**config.mk**
```make
export PLATFORM = sky130hd
export DESIGN_NAME = swcs_ctrl
export DESIGN_NICKNAME = d
export VERILOG_FILES = /design/src/sv/swcs_pkg.sv /design/src/sv/swcs_ctrl.sv
export SDC_FILE = /design/constraint.sdc
export NUM_CORES = 1
export LEC_CHECK = 0
export ABC_AREA = 1
export BUFFER_PORTS_ARGS = -buffer_cell sky130_fd_sc_hd__buf_2
export CORE_MARGIN = 2
export CORE_UTILIZATION = 45
export DETAILED_ROUTE_END_ITERATION = 7
export HOLD_SLACK_MARGIN = 0.15
export PLACE_DENSITY = 0.7
export SLEW_MARGIN = 10
export SYNTH_ARGS = -nofsm -noshare
export SYNTH_HDL_FRONTEND = slang
export SYNTH_SLANG_ARGS = --single-unit
```
**constraint.sdc**
```tcl
create_clock -name i_clk -period 2.1 [get_ports i_clk]
set_input_delay 0.105 -clock i_clk [delete_from_list [all_inputs] [get_ports i_clk]]
set_output_delay 0.105 -clock i_clk [all_outputs]
set_load 0.01 [all_outputs]
```
**src/sv/swcs_pkg.sv**
```systemverilog
// Package for the sparse weighted channel sum unit: sizes, codes and shared types.
package swcs_pkg;

    // Default sizes handed to the top level
    localparam int MAX_ENTRIES_DEF = 256;
    localparam int CHANNELS_DEF    = 64;
    localparam int ELEMENTS_DEF    = 64;
    localparam int OUTPUTS_DEF     = 16;

    // Hard limits set by the field widths
    localparam int TABLE_LIMIT = 256;
    localparam int ACC_LIMIT   = 16;

    // Configuration port
    localparam int CFG_IDX_W = 2;
    localparam int CFG_DW    = 16;
    localparam logic [CFG_IDX_W-1:0] CFG_ENTRY_COUNT  = 2'd0;
    localparam logic [CFG_IDX_W-1:0] CFG_OUTPUT_COUNT = 2'd1;

    // Request opcodes
    localparam logic [1:0] OP_WR_ENTRY  = 2'd0;
    localparam logic [1:0] OP_WR_SAMPLE = 2'd1;
    localparam logic [1:0] OP_COMPUTE   = 2'd2;

    // Input request
    typedef struct packed {
        logic [1:0]         opcode;
        logic [7:0]         entry_index;
        logic [5:0]         in_channel;
        logic [5:0]         in_element;
        logic [3:0]         out_channel;
        logic signed [15:0] weight;
        logic signed [15:0] sample_value;
    } t_req;

    // Output result
    typedef struct packed {
        logic [3:0]         result_channel;
        logic signed [39:0] sum_value;
        logic               last;
    } t_result;

    // Controller to datapath commands
    typedef struct packed {
        logic       accept;     // request taken this cycle
        logic       acc_clear;  // zero all accumulators
        logic       rd_en;      // issue one table entry into the pipe
        logic [7:0] rd_addr;
        logic [4:0] out_lim;    // effective output count of this run
        logic       emit;       // present one sum on the result port
        logic [3:0] emit_idx;
        logic       emit_last;
    } t_dp_cmd;

endpackage

```
**src/sv/swcs_ctrl.sv**
```systemverilog
// Controller: configuration registers and the sequencer for a compute run.
module swcs_ctrl #(
    parameter int MAX_ENTRIES = swcs_pkg::MAX_ENTRIES_DEF,
    parameter int OUTPUTS     = swcs_pkg::OUTPUTS_DEF
) (
    input  logic                           i_clk,
    input  logic                           i_rst_n,
    input  logic                           start,
    output logic                           busy,
    input  logic [1:0]                     i_opcode,
    input  logic                           i_cfg_valid,
    output logic                           o_cfg_ready,
    input  logic [swcs_pkg::CFG_IDX_W-1:0] i_cfg_index,
    input  logic [swcs_pkg::CFG_DW-1:0]    i_cfg_data,
    input  logic                           i_pipe_busy,
    output swcs_pkg::t_dp_cmd              o_cmd
);

    localparam int TBL_DEPTH = (MAX_ENTRIES < swcs_pkg::TABLE_LIMIT) ?
                               MAX_ENTRIES : swcs_pkg::TABLE_LIMIT;
    localparam int ACC_N     = (OUTPUTS < swcs_pkg::ACC_LIMIT) ?
                               OUTPUTS : swcs_pkg::ACC_LIMIT;
    localparam int ECNT_W    = $clog2(TBL_DEPTH + 1);
    localparam int OCNT_W    = $clog2(ACC_N + 1);

    localparam logic [1:0] ST_IDLE  = 2'd0;
    localparam logic [1:0] ST_RUN   = 2'd1;
    localparam logic [1:0] ST_DRAIN = 2'd2;
    localparam logic [1:0] ST_EMIT  = 2'd3;

    logic [1:0]        r_state, n_state;
    logic [8:0]        r_entry_count;
    logic [4:0]        r_output_count;
    logic [ECNT_W-1:0] r_n, n_n;
    logic [OCNT_W-1:0] r_m, n_m;
    logic [ECNT_W-1:0] r_ecnt, n_ecnt;
    logic [OCNT_W-1:0] r_ocnt, n_ocnt;

    logic              w_accept;
    logic              w_compute;
    logic [ECNT_W-1:0] w_n_sat;
    logic [OCNT_W-1:0] w_m_sat;
    logic [ECNT_W-1:0] w_ecnt_inc;
    logic [OCNT_W-1:0] w_ocnt_inc;

    // Configuration writes are always taken
    assign o_cfg_ready = 1'b1;

    always_ff @(posedge i_clk) begin
        if (!i_rst_n) begin
            r_entry_count  <= '0;
            r_output_count <= '0;
        end else if (i_cfg_valid) begin
            case (i_cfg_index)
                swcs_pkg::CFG_ENTRY_COUNT:  r_entry_count  <= i_cfg_data[8:0];
                swcs_pkg::CFG_OUTPUT_COUNT: r_output_count <= i_cfg_data[4:0];
                default: ;
            endcase
        end
    end

    // Request handshake and saturated run lengths
    always_comb begin
        busy       = (r_state != ST_IDLE);
        w_accept   = start && !busy;
        w_compute  = w_accept && (i_opcode == swcs_pkg::OP_COMPUTE);
        w_n_sat    = (int'(r_entry_count) > TBL_DEPTH) ? ECNT_W'(TBL_DEPTH) :
                     r_entry_count[ECNT_W-1:0];
        w_m_sat    = (int'(r_output_count) > ACC_N) ? OCNT_W'(ACC_N) :
                     r_output_count[OCNT_W-1:0];
        w_ecnt_inc = r_ecnt + 1'b1;
        w_ocnt_inc = r_ocnt + 1'b1;
    end

    // Next state and commands
    always_comb begin
        n_state = r_state;
        n_n     = r_n;
        n_m     = r_m;
        n_ecnt  = r_ecnt;
        n_ocnt  = r_ocnt;

        o_cmd           = '0;
        o_cmd.accept    = w_accept;
        o_cmd.acc_clear = w_compute;
        o_cmd.rd_addr   = 8'(r_ecnt);
        o_cmd.out_lim   = 5'(r_m);
        o_cmd.emit_idx  = 4'(r_ocnt);

        case (r_state)
            ST_IDLE: begin
                if (w_compute) begin
                    n_n     = w_n_sat;
                    n_m     = w_m_sat;
                    n_ecnt  = '0;
                    n_ocnt  = '0;
                    n_state = (w_n_sat == '0) ? ST_DRAIN : ST_RUN;
                end
            end
            ST_RUN: begin
                o_cmd.rd_en = 1'b1;
                n_ecnt      = w_ecnt_inc;
                if (w_ecnt_inc == r_n) begin
                    n_state = ST_DRAIN;
                end
            end
            ST_DRAIN: begin
                if (!i_pipe_busy) begin
                    n_state = (r_m == '0) ? ST_IDLE : ST_EMIT;
                end
            end
            ST_EMIT: begin
                o_cmd.emit      = 1'b1;
                o_cmd.emit_last = (w_ocnt_inc == r_m);
                n_ocnt          = w_ocnt_inc;
                if (w_ocnt_inc == r_m) begin
                    n_state = ST_IDLE;
                end
            end
            default: begin
                n_state = ST_IDLE;
            end
        endcase
    end

    always_ff @(posedge i_clk) begin
        if (!i_rst_n) begin
            r_state <= ST_IDLE;
            r_n     <= '0;
            r_m     <= '0;
            r_ecnt  <= '0;
            r_ocnt  <= '0;
        end else begin
            r_state <= n_state;
            r_n     <= n_n;
            r_m     <= n_m;
            r_ecnt  <= n_ecnt;
            r_ocnt  <= n_ocnt;
        end
    end

    // Sums are read only once every product has landed
    a_emit_after_drain: assert property (@(posedge i_clk) disable iff (!i_rst_n)
        o_cmd.emit |-> !i_pipe_busy)
        else $error("sum emitted while products still in flight");

    // Table reads stay inside the run length
    a_rd_in_run: assert property (@(posedge i_clk) disable iff (!i_rst_n)
        o_cmd.rd_en |-> (r_ecnt < r_n))
        else $error("table read beyond entry count");

    // A compute request holds the unit busy
    a_compute_busy: assert property (@(posedge i_clk) disable iff (!i_rst_n)
        w_compute |=> busy)
        else $error("compute request did not start a run");

    // The final sum ends the run
    a_last_ends_run: assert property (@(posedge i_clk) disable iff (!i_rst_n)
        (o_cmd.emit && o_cmd.emit_last) |=> (r_state == ST_IDLE))
        else $error("run continued past its final sum");

endmodule

```
# [Yosys cells after proc, flatten, opt, wreduce, memory -nomap -nowiden]
# Index checks and enable logic that the tools add are counted.
[totals] reg_bits=44 output_inout_bits=24 wordCells=54
[op_classes] add_sub_neg=2 magnitude_cmp=2 eq_ne=11 mux=16 n_reduce_logical=16
[ops] op="9-bit 2-to-1 mux" n=2
[ops] op="9-bit one-hot mux with 2 select lines" n=1
[ops] op="2-bit 2-to-1 mux" n=6
[ops] op="5-bit 2-to-1 mux" n=2
[ops] op="5-bit one-hot mux with 2 select lines" n=1
[ops] op="2-bit AND reduction" n=5
[ops] op="9-bit by 1-bit adder with 9-bit output (second input constant)" n=1
[ops] op="9-bit == test" n=1
[ops] op="9-bit > comparator (second input constant)" n=1
[ops] op="9-bit logical NOT" n=1
[ops] op="2-bit inequality test (second input constant)" n=4
[ops] op="2-bit one-hot mux with 4 select lines" n=1
[ops] op="2-bit == test (second input constant)" n=3
[ops] op="2-bit nonzero test" n=3
[ops] op="5-bit by 1-bit adder with 5-bit output (second input constant)" n=1
[ops] op="5-bit == test" n=1
[ops] op="5-bit > comparator (second input constant)" n=1
[ops] op="5-bit logical NOT" n=1
[ops] op="2-bit by 1-bit == test with 1-bit output (second input constant)" n=2
[ops] op="2-bit logical NOT" n=2
[ops] op="4-bit AND reduction" n=1
[ops] op="1-bit 2-to-1 mux" n=3
[ops] op="1-bit logical AND" n=2
[ops] op="1-bit logical NOT" n=1

# [Depth between registers and ports, before layout]
[depth] ltp_word=6 depth_mapped=15 ltp_nobuf=15

# [Worst setup path after synthesis]
# No wires, ideal clock.
[synth_path] path_type="reg2reg" startpoint="reg r_ecnt[0]" endpoint="reg r_state[0]" setup_ps=110 arrival_time_ps=1461 required_time_ps=1990 setup_slack_ps=528 path_stages_with_launch=13 n_path_buf=0 cell_sequence="dfxtp_1 -> ha_1 -> nand2_1 -> nor2_1 -> nand3_1 -> nand2_1 -> nor2_1 -> a21oi_1 -> nand3_1 -> nand2_1 -> nand3_1 -> nand3_1 -> inv_1"
[synth_between] elab_chain_cells=4
[synth_lines] item="start: declaration" line="swcs_ctrl.sv:36" text="logic [ECNT_W-1:0] r_ecnt, n_ecnt;"
[synth_lines] item="start signal: assignment" line="swcs_ctrl.sv:137" text="r_ecnt <= n_ecnt;"
[synth_lines] item="9-bit by 1-bit adder with 9-bit output" line="swcs_ctrl.sv:71" text="w_ecnt_inc = r_ecnt + 1'b1;"
[synth_lines] item="9-bit == test" line="swcs_ctrl.sv:103" text="if (w_ecnt_inc == r_n) begin"
[synth_lines] item="2-bit inequality test (no source line)"
[synth_lines] item="4-bit AND reduction (no source line)"
[synth_lines] item="end signal: assignment" line="swcs_ctrl.sv:134" text="r_state <= n_state;"
[synth_lines] item="end: declaration" line="swcs_ctrl.sv:31" text="logic [1:0] r_state, n_state;"
# No other way between the ends.
# A chain may end at the register's enable or synchronous reset.

==> out/metrics.yaml <==
status:
  status: "complete, no violations"
placement:
  dp_hpwl_microns: 3680
  pre_cts_slack_ns: 0.246
  port_buffers: 40
  placed_cells: 451
  gp_congestion: 0.810
clocking:
  cts.sinks: 44
  cts_setup_buffers: 0
  cts-buffers-inserted: 5
  cts_tree: "yes"
  path_clk_slew_ns: 0.08
  h-tree-depth: 2
  clock_path_buffers: 2
  cts_root_buf: "clkbuf_8"
  clock_latency_ns: 0.29
power_and_ir_drop:
  ir_drop_mv: 0.375
  p_leak_nw: 1.16
  power_density_nw_per_um2: 741
layout:
  drive_gt1_frac: 0.150
  final_cells: 470
  nets: 426
  antennaDiodeCount: 0
  postLayoutCoreUtil: 0.536
  final_cell_mix: "97 x nand2_1, 45 x nor2_1, 44 x dfxtp_1"
  syn2layout_area_growth_pct: 16.2
  fillerInstances: 522
  layout_commonest_cell: "nand2_1"
critical_path:
  path_cells: "ha_1, inv_1, nand2_1, nand3_1, nand2_1, nand2_1, nor2_1, nand3_1, nor2_1, buf_2"
  crit_top_cell: "nand2_1"
  crit_path_max_incr_delay_ns: 0.45
  cp-start-kind: "register"
  criticalPathCategory: "register to output pin"
  slowest_stage: "dfxtp_1"
  worstPathArrival_ns: 1.78
  cp.required_ns: 2.00
  end_kind: "output pin"
  r2r_cells: 12
  cp_max_fo: 6
sta:
  skew_ns: 0.00429
  layout_setup_ws_ns: 0.215
  hold_viol: 0
  max_freq_ghz: 0.531
  totalNegativeSetupSlack_ns: 0
  slew_headroom: 0.581
  min_period_ns: 1.88
  setup_violations: 0
  finalCritPeriodShare: 0.897
  maxSlewViolCount: 0
  rsz0062_at_grt: "false"
  tightestPinTransition_ns: 0.626
floorplanning:
  core_sq_um: 5070
  start_util: 0.462
  die_w_microns: 76.1
  fp.dieH_microns: 76.1
  dieArea_sq_um: 5800
  num_rows: 26
  io-pin-count: 49
grt:
  grt_first_pass_wirelength_microns: 8640
  grt_antenna_before_repair: 0
  grt_pass1_vias: 2064
  top_usage_layer: "met2"
  grt_use_met1: 0.226
  gr-usage-all-layers: 0.178
  met2_usage: 0.297
  grt_max_degree: 19
  overflow: 0
  gr-usage-met3: 0.0391
synth:
  syn_nets: 385
  synth_seq_cells: 44
  syn_inst: 358
  netlist_area_sq_um: 2340
  postSynthAreaPerCell_sq_um: 6.54
  synth.distinct_cells: 29
  yosysWarnings: 0
  ys_seq_area_frac: 0.376
detailed_routing:
  drtAntennaViolNets: 0
  vias_per_cell: 4.79
  vias: 2251
  first_iter_violations: 159
  wirelength_microns: 5070
  drt-pass1-iter-count: 4
  drc: 0
  post_drt_wl_per_cell_microns: 10.8
hold_path:
  worstHoldPathCells: 3
  hold_class: "primary input to register"
flow_run:
  cap_violations: 0
## sequential cells by signal, summed over array words and instances (netlist names)
register / flops
r_n: 9
r_ecnt: 9
r_m: 5
r_entry_count: 9
r_output_count: 5
r_ocnt: 5
r_state: 2
## metal layers
layer | vias to the layer above | wire (microns)
li1 | 1209 | -
met1 | 1008 | 2510
met2 | 32 | 2390
met3 | 2 | 143
met4 | 0 | 27
met5 | - | 0
## critical path, delay by kind of cell, from the launching register on
family | cells | cell delay (ns)
buffers and inverters | 2 | 0.20
flip-flops | 1 | 0.45
AND/OR/NAND/NOR | 7 | 0.58
adder cells (fa/ha/maj) | 1 | 0.27
## final timing paths
check | end | start | slack [ns]
min reg2reg | r_n[1] | r_entry_count[1] | 0.47
max | o_cmd[0] | r_ocnt[0] | 0.22
min | r_state[0] | i_rst_n | 0.18
max reg2reg | r_state[0] | r_ecnt[0] | 0.29
## report_power, final
part / internal, W / switching (W)
combinational: 0.000201 / 0.000327
sequential: 0.000886 / 0.0000561
clock: 0.000263 / 0.000284
## cell usage after synthesis, drive strengths merged
cell,count,share of area
clkbuf,5,0.0080
o21ai,18,0.038
nor2,49,0.086
nand3,34,0.073
ha,2,0.011
o21bai,1,0.0032
o41ai,1,0.0037
a21boi,1,0.0032
a22oi,1,0.0032
xor2,1,0.0037
a211oi,4,0.015
xnor2,1,0.0037
nor3,1,0.0021
buf,16,0.053
nand4,2,0.0053
nand3b,1,0.0032
nand2,97,0.16
a21oi,34,0.073
dfxtp,44,0.38
inv,42,0.068
conb,1,0.0016
nor4,1,0.0091
clkinv,1,0.0016
## logic make-up after synthesis
kind of cell | Yosys count | share of synthesized area
fa+ha+maj | 2 | 0.0107
xor+xnor | 2 | 0.00748
other cells | 1 | 0.00160
flops | 44 | 0.376
simple gates | 185 | 0.334
compound gates | 60 | 0.139
buf+inv | 64 | 0.131
## repair_timing
action | 4_1_cts | 5_1_grt
setup endpoints to repair | 0 | 2
endpoints found under the hold margin | 17 | 0
hold buffers | 11 | 0
resized for setup | 0 | 1
## stage by stage
step | total power [W] | hold WS [ns] | instance area [sq um]
2_1_floorplan | 0.00134 | 0.240 | 2340
3_3_place_gp | 0.00147 | 0.326 | 2520
3_5_place_dp | 0.00148 | 0.338 | 2520
4_1_cts | 0.00204 | 0.167 | 2720
5_1_grt | 0.00215 | 0.193 | 2720
6_report | 0.00202 | 0.183 | 2720
## layout make-up
class | instances | area (sq um) | share of cell area
sequential | 44 | 881 | 0.324
multi-input combinational | 250 | 1160 | 0.425
clock buffer | 6 | 82.6 | 0.0303
tap | 70 | 87.6 | 0.0322
clock inverter | 2 | 10.0 | 0.00368
inverter | 43 | 164 | 0.0602
timing repair buffer | 55 | 340 | 0.125
(Power assumes the default switching activity.)
